<file path="config.mk">
export PLATFORM = sky130hd
export DESIGN_NAME = tag_frame_deframer_core
export DESIGN_NICKNAME = d
export VERILOG_FILES = /design/src/rtl/tfd_pkg.sv /design/src/rtl/tag_frame_deframer_core.sv /design/src/rtl/tfd_front.sv /design/src/rtl/tfd_queue.sv /design/src/rtl/tfd_back.sv
export SDC_FILE = /design/constraint.sdc
export NUM_CORES = 2
export LEC_CHECK = 0
export BUFFER_PORTS_ARGS = -buffer_cell sky130_fd_sc_hd__buf_2
export CAP_MARGIN = 30
export CORE_MARGIN = 4
export CORE_UTILIZATION = 55
export DETAILED_ROUTE_END_ITERATION = 12
export HOLD_SLACK_MARGIN = 0.15
export MAX_ROUTING_LAYER = met4
export PLACE_DENSITY = 0.75
export SKIP_CTS_REPAIR_TIMING = 1
export SYNTH_ARGS = -nofsm -noshare
export SYNTH_HDL_FRONTEND = slang
export SYNTH_HIERARCHICAL = 1
export SYNTH_SLANG_ARGS = --single-unit
</file>
<file path="constraint.sdc">
create_clock -name clock -period 11 [get_ports clock]
set_input_delay 1.1 -clock clock [delete_from_list [all_inputs] [get_ports clock]]
set_output_delay 1.1 -clock clock [all_outputs]
set_load 0.01 [all_outputs]
</file>
<file path="src/rtl/tfd_pkg.sv">
package tfd_pkg;

   // depth of the word queue between parser and result stage
   localparam int Q_DEPTH = 4;
   localparam int Q_PTR_W = $clog2(Q_DEPTH);

   // result kinds
   typedef enum logic [1:0] {
      KIND_HEADER  = 2'd0,
      KIND_PAYLOAD = 2'd1,
      KIND_PADDING = 2'd2,
      KIND_ERROR   = 2'd3
   } kind_type;

   // parser phases
   typedef enum logic [2:0] {
      PH_EXT   = 3'd0,
      PH_HDR   = 3'd1,
      PH_EXTRA = 3'd2,
      PH_PAY   = 3'd3,
      PH_PAD   = 3'd4,
      PH_DONE  = 3'd5
   } phase_type;

   // one result word as seen on the output port
   typedef struct packed {
      kind_type    kind;
      logic [31:0] frame_ident;
      logic [31:0] length_value;
      logic [7:0]  status_flags;
      logic [7:0]  format_flags;
      logic [31:0] unpacked_size;
      logic [7:0]  method_byte;
      logic [7:0]  group_byte;
      logic [7:0]  payload_byte;
      logic        frame_last;
   } rec_type;

   // everything one input byte causes: a parse result and an end-of-tag result
   typedef struct packed {
      logic        rec_valid;
      rec_type     rec;
      logic        fin_valid;
      logic        fin_pad;
      logic [31:0] fin_len;
   } entry_type;

endpackage

</file>
<file path="src/rtl/tag_frame_deframer_core.sv">
// Frame walker for a version 2.3 tag body: one body byte is taken per clock cycle
// while the queue is not full, and each frame comes out as a header word followed by
// one word per payload byte, with a padding or error word where one is due. The parser
// front end updates its counters and header shift register in the cycle a byte is
// accepted and writes the resulting words into a four-deep queue; the result stage
// loads the oldest word into its output register and drains one word per cycle while
// rsp_stall is low, so the words of a byte pass through the queue and the output
// register before they are offered on the result port. The output port's single word
// per cycle sets the throughput: a byte that yields two words (a payload or header word
// plus an end-of-tag word) holds the result stage until both are taken, and req_stall
// rises only while the queue is full. There is no clearing pass after reset. The
// configuration registers unsync_enable at byte address 0 and ext_header_enable at
// address 4, bit 0 each, must be written only while the block is idle (not enforced).
module tag_frame_deframer_core (
   input  logic        clock,
   input  logic        reset,
   // input byte channel
   input  logic        req_valid,
   output logic        req_stall,
   input  logic [7:0]  req_data_byte,
   input  logic        req_end_of_tag,
   // result channel
   output logic        rsp_valid,
   input  logic        rsp_stall,
   output logic [1:0]  rsp_kind,
   output logic [31:0] rsp_frame_ident,
   output logic [31:0] rsp_length_value,
   output logic [7:0]  rsp_status_flags,
   output logic [7:0]  rsp_format_flags,
   output logic [31:0] rsp_unpacked_size,
   output logic [7:0]  rsp_method_byte,
   output logic [7:0]  rsp_group_byte,
   output logic [7:0]  rsp_payload_byte,
   output logic        rsp_frame_last,
   // configuration port
   input  logic        psel,
   input  logic        penable,
   input  logic        pwrite,
   input  logic [2:0]  paddr,
   input  logic [31:0] pwdata,
   output logic [31:0] prdata,
   output logic        pready
);

   localparam logic REG_UNSYNC = 1'b0;
   localparam logic REG_EXT    = 1'b1;

   logic               unsync_ff, unsync_in;
   logic               ext_en_ff, ext_en_in;
   logic               csr_write;
   logic               csr_index;
   logic               accept;
   logic               push;
   logic               q_pop;
   logic               q_full;
   logic               q_empty;
   tfd_pkg::entry_type push_entry;
   tfd_pkg::entry_type pop_entry;

   // control registers
   assign pready    = 1'b1;
   assign csr_index = paddr[2];
   assign csr_write = psel && penable && pwrite && pready;

   always_comb begin
      unsync_in = unsync_ff;
      ext_en_in = ext_en_ff;
      if (csr_write) begin
         unique case (csr_index)
            REG_UNSYNC: unsync_in = pwdata[0];
            REG_EXT:    ext_en_in = pwdata[0];
            default:    ;
         endcase
      end
   end

   always_ff @(posedge clock) begin
      if (reset) begin
         unsync_ff <= 1'b0;
         ext_en_ff <= 1'b0;
      end else begin
         unsync_ff <= unsync_in;
         ext_en_ff <= ext_en_in;
      end
   end

   always_comb begin
      unique case (csr_index)
         REG_UNSYNC: prdata = {31'd0, unsync_ff};
         REG_EXT:    prdata = {31'd0, ext_en_ff};
         default:    prdata = '0;
      endcase
   end

   // input handshake
   assign req_stall = q_full;
   assign accept    = req_valid && !req_stall;

   tfd_front u_front (
      .clock      (clock),
      .reset      (reset),
      .accept     (accept),
      .data_byte  (req_data_byte),
      .end_of_tag (req_end_of_tag),
      .unsync_en  (unsync_ff),
      .ext_en     (ext_en_ff),
      .push       (push),
      .entry      (push_entry)
   );

   tfd_queue u_queue (
      .clock      (clock),
      .reset      (reset),
      .push       (push),
      .push_entry (push_entry),
      .pop        (q_pop),
      .pop_entry  (pop_entry),
      .full       (q_full),
      .empty      (q_empty)
   );

   tfd_back u_back (
      .clock             (clock),
      .reset             (reset),
      .q_entry           (pop_entry),
      .q_empty           (q_empty),
      .q_pop             (q_pop),
      .rsp_valid         (rsp_valid),
      .rsp_stall         (rsp_stall),
      .rsp_kind          (rsp_kind),
      .rsp_frame_ident   (rsp_frame_ident),
      .rsp_length_value  (rsp_length_value),
      .rsp_status_flags  (rsp_status_flags),
      .rsp_format_flags  (rsp_format_flags),
      .rsp_unpacked_size (rsp_unpacked_size),
      .rsp_method_byte   (rsp_method_byte),
      .rsp_group_byte    (rsp_group_byte),
      .rsp_payload_byte  (rsp_payload_byte),
      .rsp_frame_last    (rsp_frame_last)
   );

endmodule

</file>
<file path="src/rtl/tfd_front.sv">
module tfd_front (
   input  logic                clock,
   input  logic                reset,
   input  logic                accept,
   input  logic [7:0]          data_byte,
   input  logic                end_of_tag,
   input  logic                unsync_en,
   input  logic                ext_en,
   output logic                push,
   output tfd_pkg::entry_type  entry
);

   localparam int CNT_W = 33;
   localparam logic [CNT_W-1:0] EXT_SIZE_BYTES = CNT_W'(4);
   localparam logic [CNT_W-1:0] ID_BYTES       = CNT_W'(4);
   localparam logic [CNT_W-1:0] SHIFT_BYTES    = CNT_W'(8);
   localparam logic [CNT_W-1:0] FLAG_A_POS     = CNT_W'(8);
   localparam logic [CNT_W-1:0] FLAG_B_POS     = CNT_W'(9);
   localparam logic [CNT_W-1:0] HDR_BYTES      = CNT_W'(10);
   localparam logic [3:0]       BODY_MAX       = 4'd15;
   localparam logic [3:0]       CRC_POS        = 4'd4;
   localparam logic [3:0]       NEED_PLAIN     = 4'd10;
   localparam logic [3:0]       NEED_CRC       = 4'd14;
   localparam logic [31:0]      PAD_START      = 32'd4;
   localparam logic [31:0]      PAD_MAX        = 32'hFFFF_FFFF;
   localparam int               FMT_COMPRESSED = 7;
   localparam int               FMT_ENCRYPTED  = 6;
   localparam int               FMT_GROUPED    = 5;
   localparam int               CRC_BIT        = 7;

   tfd_pkg::phase_type phase_ff, phase_in;
   logic [CNT_W-1:0]   byte_cnt_ff, byte_cnt_in;
   logic [63:0]        header_shift_ff, header_shift_in;
   logic [31:0]        remaining_ff, remaining_in;
   logic               prev_was_ff_ff, prev_was_ff_in;
   logic [47:0]        extra_ff, extra_in;
   logic               zero_run_ff, zero_run_in;
   logic [3:0]         body_cnt_ff, body_cnt_in;
   logic [31:0]        pad_cnt_ff, pad_cnt_in;
   logic [31:0]        ext_len_ff, ext_len_in;
   logic               ext_active_ff, ext_active_in;
   logic               crc_ff, crc_in;
   logic [7:0]         flag_a_ff, flag_a_in;
   logic [7:0]         flag_b_ff, flag_b_in;
   logic [2:0]         extras_ff, extras_in;
   logic [31:0]        ident_ff, ident_in;

   logic               keep;
   logic               hdr_req;
   logic               nf_req;
   logic [CNT_W-1:0]   bcn;
   logic [31:0]        size;
   logic [2:0]         k;
   logic [2:0]         slot;
   logic               j_zero;
   logic [3:0]         need;

   // number of extra header bytes that the format flags announce
   function automatic logic [2:0] extras_of(input logic [7:0] fb);
      logic [2:0] n;
      n = (fb[FMT_COMPRESSED] ? 3'd4 : 3'd0) + (fb[FMT_ENCRYPTED] ? 3'd1 : 3'd0)
          + (fb[FMT_GROUPED] ? 3'd1 : 3'd0);
      return n;
   endfunction

   // frame header word, with absent extras forced to zero
   function automatic tfd_pkg::rec_type make_header(input logic [31:0] ident,
                                                    input logic [31:0] rem,
                                                    input logic [7:0]  fa,
                                                    input logic [7:0]  fb,
                                                    input logic [47:0] ext);
      tfd_pkg::rec_type r;
      r               = '0;
      r.kind          = tfd_pkg::KIND_HEADER;
      r.frame_ident   = ident;
      r.length_value  = rem;
      r.status_flags  = fa;
      r.format_flags  = fb;
      r.unpacked_size = fb[FMT_COMPRESSED] ? ext[47:16] : 32'd0;
      r.method_byte   = fb[FMT_ENCRYPTED] ? ext[15:8] : 8'd0;
      r.group_byte    = fb[FMT_GROUPED] ? ext[7:0] : 8'd0;
      r.frame_last    = (rem == 32'd0);
      return r;
   endfunction

   // state registers
   always_ff @(posedge clock) begin
      if (reset) begin
         phase_ff        <= tfd_pkg::PH_HDR;
         byte_cnt_ff     <= '0;
         header_shift_ff <= '0;
         remaining_ff    <= '0;
         prev_was_ff_ff  <= 1'b0;
         extra_ff        <= '0;
         zero_run_ff     <= 1'b1;
         body_cnt_ff     <= '0;
         pad_cnt_ff      <= '0;
         ext_len_ff      <= '0;
         ext_active_ff   <= 1'b0;
         crc_ff          <= 1'b0;
         flag_a_ff       <= '0;
         flag_b_ff       <= '0;
         extras_ff       <= '0;
         ident_ff        <= '0;
      end else begin
         phase_ff        <= phase_in;
         byte_cnt_ff     <= byte_cnt_in;
         header_shift_ff <= header_shift_in;
         remaining_ff    <= remaining_in;
         prev_was_ff_ff  <= prev_was_ff_in;
         extra_ff        <= extra_in;
         zero_run_ff     <= zero_run_in;
         body_cnt_ff     <= body_cnt_in;
         pad_cnt_ff      <= pad_cnt_in;
         ext_len_ff      <= ext_len_in;
         ext_active_ff   <= ext_active_in;
         crc_ff          <= crc_in;
         flag_a_ff       <= flag_a_in;
         flag_b_ff       <= flag_b_in;
         extras_ff       <= extras_in;
         ident_ff        <= ident_in;
      end
   end

   // byte filter, frame walk and end-of-tag check
   always_comb begin
      phase_in        = phase_ff;
      byte_cnt_in     = byte_cnt_ff;
      header_shift_in = header_shift_ff;
      remaining_in    = remaining_ff;
      prev_was_ff_in  = prev_was_ff_ff;
      extra_in        = extra_ff;
      zero_run_in     = zero_run_ff;
      body_cnt_in     = body_cnt_ff;
      pad_cnt_in      = pad_cnt_ff;
      ext_len_in      = ext_len_ff;
      ext_active_in   = ext_active_ff;
      crc_in          = crc_ff;
      flag_a_in       = flag_a_ff;
      flag_b_in       = flag_b_ff;
      extras_in       = extras_ff;
      ident_in        = ident_ff;
      entry           = '0;
      keep            = 1'b0;
      hdr_req         = 1'b0;
      nf_req          = 1'b0;
      bcn             = byte_cnt_ff + CNT_W'(1);
      size            = header_shift_ff[31:0];
      k               = byte_cnt_ff[2:0];
      slot            = 3'd5 - k;
      j_zero          = flag_b_ff[FMT_COMPRESSED] ? (k == 3'd4) : (k == 3'd0);
      need            = NEED_PLAIN;

      if (accept) begin
         // unsynchronisation: drop a zero after a kept 0xff
         if (unsync_en && prev_was_ff_ff && (data_byte == 8'h00)) begin
            keep           = 1'b0;
            prev_was_ff_in = 1'b0;
         end else begin
            keep           = 1'b1;
            prev_was_ff_in = (data_byte == 8'hFF);
         end

         if (keep) begin
            // first kept byte of a tag samples the extended header enable
            if (body_cnt_ff == 4'd0) begin
               ext_active_in = ext_en;
               phase_in      = ext_en ? tfd_pkg::PH_EXT : tfd_pkg::PH_HDR;
            end
            if (ext_active_in && (body_cnt_ff == CRC_POS)) begin
               crc_in = data_byte[CRC_BIT];
            end
            if (body_cnt_ff != BODY_MAX) begin
               body_cnt_in = body_cnt_ff + 4'd1;
            end

            unique case (phase_in)
               tfd_pkg::PH_EXT: begin
                  if (byte_cnt_ff < EXT_SIZE_BYTES) begin
                     ext_len_in = {ext_len_ff[23:0], data_byte};
                  end
                  byte_cnt_in = bcn;
                  if ((bcn >= EXT_SIZE_BYTES) && (bcn >= ({1'b0, ext_len_in} + EXT_SIZE_BYTES)))
                  begin
                     nf_req = 1'b1;
                  end
               end
               tfd_pkg::PH_HDR: begin
                  if (byte_cnt_ff < SHIFT_BYTES) begin
                     header_shift_in = {header_shift_ff[55:0], data_byte};
                  end
                  if ((byte_cnt_ff < ID_BYTES) && (data_byte != 8'h00)) begin
                     zero_run_in = 1'b0;
                  end
                  if (byte_cnt_ff == FLAG_A_POS) begin
                     flag_a_in = data_byte;
                  end
                  if (byte_cnt_ff == FLAG_B_POS) begin
                     flag_b_in = data_byte;
                  end
                  byte_cnt_in = bcn;
                  if ((bcn == ID_BYTES) && zero_run_in) begin
                     // all-zero id: padding starts here
                     phase_in   = tfd_pkg::PH_PAD;
                     pad_cnt_in = PAD_START;
                  end else if (bcn == HDR_BYTES) begin
                     size      = header_shift_in[31:0];
                     ident_in  = header_shift_in[63:32];
                     extras_in = extras_of(data_byte);
                     if (size < {29'd0, extras_in}) begin
                        entry.rec_valid = 1'b1;
                        entry.rec.kind  = tfd_pkg::KIND_ERROR;
                        phase_in        = tfd_pkg::PH_DONE;
                     end else begin
                        remaining_in = size - {29'd0, extras_in};
                        extra_in     = '0;
                        if (extras_in == 3'd0) begin
                           hdr_req = !end_of_tag;
                        end else begin
                           phase_in    = tfd_pkg::PH_EXTRA;
                           byte_cnt_in = '0;
                        end
                     end
                  end
               end
               tfd_pkg::PH_EXTRA: begin
                  // place each extra byte in its slot
                  if (flag_b_ff[FMT_COMPRESSED] && (k < 3'd4)) begin
                     extra_in = extra_ff | (48'(data_byte) << {slot, 3'b000});
                  end else if (flag_b_ff[FMT_ENCRYPTED] && j_zero) begin
                     extra_in = extra_ff | (48'(data_byte) << 8);
                  end else begin
                     extra_in = extra_ff | 48'(data_byte);
                  end
                  byte_cnt_in = bcn;
                  if (bcn >= CNT_W'(extras_ff)) begin
                     hdr_req = 1'b1;
                  end
               end
               tfd_pkg::PH_PAY: begin
                  remaining_in           = remaining_ff - 32'd1;
                  entry.rec_valid        = 1'b1;
                  entry.rec.kind         = tfd_pkg::KIND_PAYLOAD;
                  entry.rec.frame_ident  = ident_ff;
                  entry.rec.payload_byte = data_byte;
                  entry.rec.frame_last   = (remaining_in == 32'd0);
                  nf_req                 = (remaining_in == 32'd0);
               end
               tfd_pkg::PH_PAD: begin
                  if (pad_cnt_ff != PAD_MAX) begin
                     pad_cnt_in = pad_cnt_ff + 32'd1;
                  end
               end
               tfd_pkg::PH_DONE: begin
               end
               default: begin
               end
            endcase

            // header word, then on to payload or the next frame
            if (hdr_req) begin
               entry.rec_valid = 1'b1;
               entry.rec       = make_header(ident_in, remaining_in, flag_a_in, flag_b_in,
                                             extra_in);
               if (remaining_in != 32'd0) begin
                  phase_in = tfd_pkg::PH_PAY;
               end else begin
                  nf_req = 1'b1;
               end
            end
            if (nf_req) begin
               phase_in        = tfd_pkg::PH_HDR;
               byte_cnt_in     = '0;
               header_shift_in = '0;
               zero_run_in     = 1'b1;
               extra_in        = '0;
            end
         end

         // end of tag: padding report or truncation error, then clear
         if (end_of_tag) begin
            if (phase_in != tfd_pkg::PH_DONE) begin
               need = crc_in ? NEED_CRC : NEED_PLAIN;
               if (ext_active_in && (body_cnt_in < need)) begin
                  entry.fin_valid = 1'b1;
               end else if (phase_in == tfd_pkg::PH_HDR) begin
                  if (byte_cnt_in != '0) begin
                     entry.fin_valid = 1'b1;
                     if ((byte_cnt_in < ID_BYTES) && zero_run_in) begin
                        entry.fin_pad = 1'b1;
                        entry.fin_len = byte_cnt_in[31:0];
                     end
                  end
               end else if ((phase_in == tfd_pkg::PH_EXTRA) ||
                            ((phase_in == tfd_pkg::PH_PAY) && (remaining_in != 32'd0))) begin
                  entry.fin_valid = 1'b1;
               end else if (phase_in == tfd_pkg::PH_PAD) begin
                  entry.fin_valid = 1'b1;
                  entry.fin_pad   = 1'b1;
                  entry.fin_len   = pad_cnt_in;
               end
            end
            phase_in        = tfd_pkg::PH_HDR;
            byte_cnt_in     = '0;
            header_shift_in = '0;
            remaining_in    = '0;
            prev_was_ff_in  = 1'b0;
            extra_in        = '0;
            zero_run_in     = 1'b1;
            body_cnt_in     = '0;
            pad_cnt_in      = '0;
            ext_len_in      = '0;
            ext_active_in   = 1'b0;
            crc_in          = 1'b0;
            flag_a_in       = '0;
            flag_b_in       = '0;
            extras_in       = '0;
            ident_in        = '0;
         end
      end
      push = entry.rec_valid | entry.fin_valid;
   end

   // a finished tag leaves the walker ready for a fresh body
   a_tag_cleared: assert property (@(posedge clock) disable iff (reset)
      (accept && end_of_tag) |=> (phase_ff == tfd_pkg::PH_HDR) && (body_cnt_ff == 4'd0)
                                 && (byte_cnt_ff == '0))
      else $error("walker state not cleared after end of tag");

endmodule

</file>
<file path="src/rtl/tfd_queue.sv">
module tfd_queue (
   input  logic                clock,
   input  logic                reset,
   input  logic                push,
   input  tfd_pkg::entry_type  push_entry,
   input  logic                pop,
   output tfd_pkg::entry_type  pop_entry,
   output logic                full,
   output logic                empty
);

   tfd_pkg::entry_type             slots_ff [tfd_pkg::Q_DEPTH];
   logic [tfd_pkg::Q_PTR_W-1:0]    wr_ptr_ff, wr_ptr_in;
   logic [tfd_pkg::Q_PTR_W-1:0]    rd_ptr_ff, rd_ptr_in;
   logic [tfd_pkg::Q_PTR_W:0]      count_ff, count_in;

   // pointer and fill count
   always_comb begin
      wr_ptr_in = wr_ptr_ff;
      rd_ptr_in = rd_ptr_ff;
      count_in  = count_ff;
      if (push) begin
         wr_ptr_in = wr_ptr_ff + 1'b1;
      end
      if (pop) begin
         rd_ptr_in = rd_ptr_ff + 1'b1;
      end
      if (push && !pop) begin
         count_in = count_ff + 1'b1;
      end else if (!push && pop) begin
         count_in = count_ff - 1'b1;
      end
   end

   always_ff @(posedge clock) begin
      if (reset) begin
         wr_ptr_ff <= '0;
         rd_ptr_ff <= '0;
         count_ff  <= '0;
      end else begin
         wr_ptr_ff <= wr_ptr_in;
         rd_ptr_ff <= rd_ptr_in;
         count_ff  <= count_in;
      end
   end

   // word storage
   always_ff @(posedge clock) begin
      if (push) begin
         slots_ff[wr_ptr_ff] <= push_entry;
      end
   end

   assign pop_entry = slots_ff[rd_ptr_ff];
   assign full      = (count_ff == (tfd_pkg::Q_PTR_W + 1)'(tfd_pkg::Q_DEPTH));
   assign empty     = (count_ff == '0);

   a_no_overflow: assert property (@(posedge clock) disable iff (reset)
      push |-> (!full || pop))
      else $error("word pushed into a full queue");

   a_no_underflow: assert property (@(posedge clock) disable iff (reset)
      pop |-> !empty)
      else $error("word popped from an empty queue");

endmodule

</file>
<file path="src/rtl/tfd_back.sv">
module tfd_back (
   input  logic                clock,
   input  logic                reset,
   input  tfd_pkg::entry_type  q_entry,
   input  logic                q_empty,
   output logic                q_pop,
   output logic                rsp_valid,
   input  logic                rsp_stall,
   output logic [1:0]          rsp_kind,
   output logic [31:0]         rsp_frame_ident,
   output logic [31:0]         rsp_length_value,
   output logic [7:0]          rsp_status_flags,
   output logic [7:0]          rsp_format_flags,
   output logic [31:0]         rsp_unpacked_size,
   output logic [7:0]          rsp_method_byte,
   output logic [7:0]          rsp_group_byte,
   output logic [7:0]          rsp_payload_byte,
   output logic                rsp_frame_last
);

   tfd_pkg::entry_type cur_ff, cur_in;
   logic               rec_pend_ff, rec_pend_in;
   logic               fin_pend_ff, fin_pend_in;
   logic               take;
   tfd_pkg::rec_type   out_rec;

   // hand out the parse word first, then the end-of-tag word
   always_comb begin
      take        = rsp_valid && !rsp_stall;
      cur_in      = cur_ff;
      rec_pend_in = rec_pend_ff;
      fin_pend_in = fin_pend_ff;
      if (take) begin
         if (rec_pend_ff) begin
            rec_pend_in = 1'b0;
         end else begin
            fin_pend_in = 1'b0;
         end
      end
      q_pop = !rec_pend_in && !fin_pend_in && !q_empty;
      if (q_pop) begin
         cur_in      = q_entry;
         rec_pend_in = q_entry.rec_valid;
         fin_pend_in = q_entry.fin_valid;
      end
   end

   always_ff @(posedge clock) begin
      if (reset) begin
         rec_pend_ff <= 1'b0;
         fin_pend_ff <= 1'b0;
      end else begin
         rec_pend_ff <= rec_pend_in;
         fin_pend_ff <= fin_pend_in;
      end
   end

   always_ff @(posedge clock) begin
      cur_ff <= cur_in;
   end

   // output word selection
   always_comb begin
      out_rec = '0;
      if (rec_pend_ff) begin
         out_rec = cur_ff.rec;
      end else if (cur_ff.fin_pad) begin
         out_rec.kind         = tfd_pkg::KIND_PADDING;
         out_rec.length_value = cur_ff.fin_len;
      end else begin
         out_rec.kind = tfd_pkg::KIND_ERROR;
      end
   end

   assign rsp_valid         = rec_pend_ff | fin_pend_ff;
   assign rsp_kind          = out_rec.kind;
   assign rsp_frame_ident   = out_rec.frame_ident;
   assign rsp_length_value  = out_rec.length_value;
   assign rsp_status_flags  = out_rec.status_flags;
   assign rsp_format_flags  = out_rec.format_flags;
   assign rsp_unpacked_size = out_rec.unpacked_size;
   assign rsp_method_byte   = out_rec.method_byte;
   assign rsp_group_byte    = out_rec.group_byte;
   assign rsp_payload_byte  = out_rec.payload_byte;
   assign rsp_frame_last    = out_rec.frame_last;

   a_error_clean: assert property (@(posedge clock) disable iff (reset)
      (rsp_valid && (rsp_kind == tfd_pkg::KIND_ERROR)) |->
         (rsp_frame_ident == 32'd0) && (rsp_length_value == 32'd0) &&
         (rsp_unpacked_size == 32'd0) && (rsp_payload_byte == 8'd0) && !rsp_frame_last)
      else $error("error word carries non-zero fields");

   a_empty_frame_len: assert property (@(posedge clock) disable iff (reset)
      (rsp_valid && (rsp_kind == tfd_pkg::KIND_HEADER) && rsp_frame_last) |->
         (rsp_length_value == 32'd0))
      else $error("header marked last with payload pending");

endmodule

</file>
-- Word-level counts from Yosys, hierarchy flattened
Memory sizes are Yosys's and may differ from the RTL's. A register that Yosys moved wholly into a read port is not among the register bits.
Index checks and enable logic that the tools add are counted.
- eq/ne operators: 20
- reduce and logical (&&, ||, !) cells: 53
- add/sub/neg operators: 13
- shifts and indexed selects: 1
- multiplexer cells: 168
- $lt $le $gt $ge: 9
- bitwise gates (word level): 6
- operator list (cell ; number):
    32-bit two-way mux ; 29
    64-bit two-way mux ; 8
    48-bit two-way mux ; 8
    33-bit two-way mux ; 11
    140-bit two-way mux ; 2
    32-bit one-hot mux with 2 select lines ; 3
    174-bit two-way mux ; 1
    34-bit two-way mux ; 5
    33-bit by 4-bit equality test with 1-bit output (second input constant) ; 3
    8-bit two-way mux ; 12
    48-bit one-hot mux with 2 select lines ; 1
    3-bit two-way mux ; 26
    73-bit two-way mux ; 1
    33-bit by 3-bit less-than comparator with 1-bit output (second input constant) ; 2
    33-bit one-hot mux with 2 select lines ; 1
    32-bit zero test ; 2
    32-bit nonzero test ; 2
    1-bit two-way mux ; 49
    48-bit by 16-bit OR with 48-bit output ; 1
    48-bit OR ; 1
    48-bit by 8-bit OR with 48-bit output ; 1
    8-bit by 6-bit left shift with 48-bit output ; 1
    32-bit by 3-bit adder with 33-bit output (second input constant) ; 1
    33-bit by 1-bit adder with 33-bit output (second input constant) ; 1
    47 further kinds ; 98
- memory bits (writable): 696
- output and inout port bits: 174
- logic and storage cells: 306
- memories kept: 1
- register bits after elaboration: 486
- memories (memory ; depth ; bits a word ; rd ports ; clocked after memory_dff ; write ports ; line ; source):
    u_queue.slots_ff ; 4 ; 174 ; 1 ; 1 ; 1 ; tfd_queue.sv:12 ; tfd_pkg::entry_type slots_ff [tfd_pkg::Q_DEPTH];

-- Longest topological paths before layout
- depth after elaboration: 39
- gate-level depth with buffers: 37

-- Cells and area by module
Netlist, hierarchy kept.
- modules (own cells, without submodules) (module ; area an instance (um2) ; seq. area each (um2) ; cells an instance ; times used):
    tfd_queue ; 25683.4 ; 21080.2 ; 953 ; 1
    tfd_front ; 21718.3 ; 6065.8 ; 3035 ; 1
    tfd_back ; 6361.1 ; 5205.0 ; 346 ; 1
    tag_frame_deframer_core ; 359.1 ; 40.0 ; 45 ; 1

-- Worst setup path after synthesis
Ideal clock, no wire load.
- path type: flip-flop to flip-flop
- start: register u_front.byte_cnt_ff[23]
- end: memory u_queue/slots_ff[0][0] in the netlist's numbering, enable pin
- buffers on the path: 2
- stages on the path, launching flop included: 32
- setup time: 0.554 ns
- data arrival time: 10.904 ns
- setup slack: -0.459 ns
- path through: dfxtp_1 -> clkbuf_1 -> or4_1 -> or4_1 -> buf_2 -> nor4_4 -> mux2_2 -> nor4_1 -> and3_1 -> nor3b_2 -> and3_1 -> a21boi_2 -> a21boi_2 -> a21boi_2 -> a21boi_2 -> nand2_1 -> xnor2_1 -> mux2i_1 -> ha_1 -> a211oi_1 -> o21ai_0 -> o221ai_1 -> nand3b_1 -> o311ai_1 -> a31oi_1 -> o21ai_0 -> o41ai_1 -> a32o_1 -> a21o_1 -> a21oi_1 -> or2_1 -> and2_1
- RTL lines (element ; line ; source):
    start: declaration ; tfd_front.sv:32 ; logic [CNT_W-1:0] byte_cnt_ff, byte_cnt_in;
    start signal: assignment ; tfd_front.sv:107 ; byte_cnt_ff <= byte_cnt_in;
    end: declaration ; tfd_queue.sv:12 ;

==> results.yml <==
run_status:
  run_status: "completed"
global_route:
  overflow: 0
  grt_pass1_vias: 35200
  grt_pass1_wl_mm: 218
  track_usage_pct: 28.2
  antenna_found_initial: 4
  grt_max_degree: 118
layout:
  area_growth_syn_to_layout_pct: 10.2
  final_common_cell: "edfxtp_1"
  fin_area_um2: 59700
  final_core_util_pct: 61.4
  drive_above_1_share_pct: 15.2
  finalNetCount: 4549
  mostFrequentLayoutCells: "edfxtp_1 (868), nor2_1 (437), nand2_1 (380)"
route:
  viasPerCell: 6.37
  drt_iter0_drc: 4499
  vias: 37000
  drt-total-wl_mm: 144
  drc: 0
  wire_per_inst_um: 24.7
  antenna_left: 0
  drt_first_pass_iters: 8
yosys:
  yosys_warnings: 6
  async_reset_ff_share_pct: 0
  synth_cell_types: 105
  ys_ff_latch: 1184
  synth_top_cell_by_area: "edfxtp_1"
  syn_area_um2: 54100
  avgSynthCellArea_um2: 12.4
  synth-edff-count: 868
  yosysSeqAreaShare_pct: 59.8
  synthFlopType: "edfxtp_1"
  yosysTopAreaCellShare_pct: 48.2
  synthCells: 4379
  synth_area_leaders: "edfxtp_1 (48%), dfxtp_1 (12%), mux4_2 (7.2%)"
timing:
  rsz0062_at_grt: "no"
  fin_worst_skew_ns: 0.0283
  post-route-min-period_ns: 10.27
  max_freq_ghz: 0.0974
  finalHoldViolCount: 0
  period_share_pct: 93.3
  tns_ns: 0
  setup_viol: 0
  maxSlewHeadroom_pct: 21.5
  worst_pin_slew_ns: 1.16
  drv_slew: 0
die:
  design.core.area_um2: 97100
  fp.dieArea_um2: 103000
  rows: 114
  fp.dieW_um: 322
  die_h_um: 322
  ios: 225
  initial_core_util_pct: 55.7
clock_network:
  cts_buffer_depth: 3
  insertion_delay_ns: 0.71
  cts_tree: "done"
  root_buffer: "clkbuf_16"
  cts_max_level: 3
  clkTransAtPathRegs_ns: 0.06
  cts_buffers: 117
  clock_sinks: 1184
critical_path:
  crit_path_max_incr_delay_ns: 0.77
  endpoint_kind: "flop"
  reg2reg_slack_ns: 0.73
  cp_data_arrival_time_ns: 10.66
  cp.required_ns: 11.39
  crit_fanout: 37
  critical_path_class: "flop to flop"
  crit_path_top_delay_cell: "nor4_4"
  rr_worst_depth: 31
  cpMostUsedCell: "a21boi_2"
  startpoint_type: "flop"
power_and_ir_drop:
  max-vdd-ir-drop_v: 0.000163
  leakage_nw: 20.9
  p_per_area_nw_per_um2: 192
flow_run:
  cap_violations: 0
placement:
  placed_cell_area_um2: 55800
  dp_hpwl_mm: 95.1
  gp_congestion: 0.996
  portBuffers: 159
min_path:
  whs_path_depth: 2
  hold_class: "flop to flop"
## cells by family after synthesis
group,after synthesis,synth area share [%]
AO/OA/AOI/OAI,855,10.9
XOR/XNOR,130,2.10
adder cells (fa/ha/maj),64,1.50
buffers and inverters,409,3.78
flip-flops,1184,59.8
multiplexers,232,8.33
other,2,0.0139
AND/OR/NAND/NOR,1503,13.5
## synth_stat cells (29+ instances only)
cell / n
edfxtp_1: 868
inv_1: 40
xor2_1: 66
nor2_1: 440
mux2i_1: 49
clkbuf_1: 227
o21ai_0: 123
nand2_1: 380
nor2b_1: 37
nor3_1: 95
nand3_1: 118
a21oi_1: 206
and2_1: 138
or3_1: 37
dfxtp_1: 316
ha_1: 61
buf_4: 34
o2bb2ai_1: 42
nor4_1: 57
buf_2: 53
a22o_1: 97
mux4_2: 174
a22oi_1: 170
nand4_1: 43
and3_1: 29
xnor2_1: 64
## flip-flops by register name, indices dropped and copies added (netlist names), 2 cells and up, named ones only
register	cells
u_queue/count_ff	3
u_back/cur_ff	172
u_front/byte_cnt_ff	33
u_front/extras_ff	3
u_front/remaining_ff	32
u_front/flag_b_ff	8
u_front/phase_ff	3
u_queue/wr_ptr_ff	2
u_queue/rd_ptr_ff	2
u_front/ext_len_ff	32
u_front/pad_cnt_ff	32
u_front/header_shift_ff	64
u_queue/slots_ff	696
u_front/ident_ff	32
u_front/body_cnt_ff	4
u_front/flag_a_ff	8
u_front/extra_ff	48
## where the power goes
group          switching [mW]  total [mW]  internal, mW
Sequential              0.222        5.62          5.40
Clock                    1.67        3.86          2.19
Combinational            1.16        1.97         0.806
Total                    3.06        11.5          8.40
## worst paths after layout
check / startpoint / to
setup / recovery: u_front/byte_cnt_ff[20] / u_queue/slots_ff[1][123]
hold / removal: u_front/header_shift_ff[60] / u_front/header_shift_ff[60]
setup reg to reg: u_front/byte_cnt_ff[20] / u_queue/slots_ff[1][123]
hold reg to reg: u_front/header_shift_ff[60] / u_front/header_shift_ff[60]
## critical path, delay by kind of cell, from the launching register on
kind	cells	cell delay, ns
DFF	1	0.39
muxes	2	0.53
buffers and inverters	2	0.56
and+or+nand+nor	11	4.68
adders and majority gates	1	0.22
AOI/OAI and AO/OA	14	3.39
xor gates and xnor gates	1	0.15
## through the flow
stage	instances	total power [mW]	worst slack, ns	hold WS [ns]
2_1_floorplan	4409	7.10	1.46	0.432
3_3_place_gp	5576	7.63	1.11	0.438
3_5_place_dp	5586	7.68	0.945	0.444
4_1_cts	5804	11.5	0.911	0.453
5_1_grt	5812	11.9	0.199	0.477
6_report	5813	11.5	0.734	0.451
## cell type report
type | instances | area, um^2
multi-input combinational | 2816 | 19900
clock inverter | 55 | 478
antenna | 3 | 7.51
fill | 7290 | 37500
timing repair buffer | 272 | 1890
tap | 1276 | 1600
sequential | 1184 | 32400
clock buffer | 163 | 3230
inverter | 44 | 165
## routing by layer
metal  global-route usage [%]  up-vias  wire length [um]
li1                         -    16600                 -
met1                     38.7    18500             59300
met2                     42.4     1663             66900
met3                     6.12      266             12900
met4                     9.11        0              4550
met5                        -        -                 0
Power figures use the tool's default switching activity.
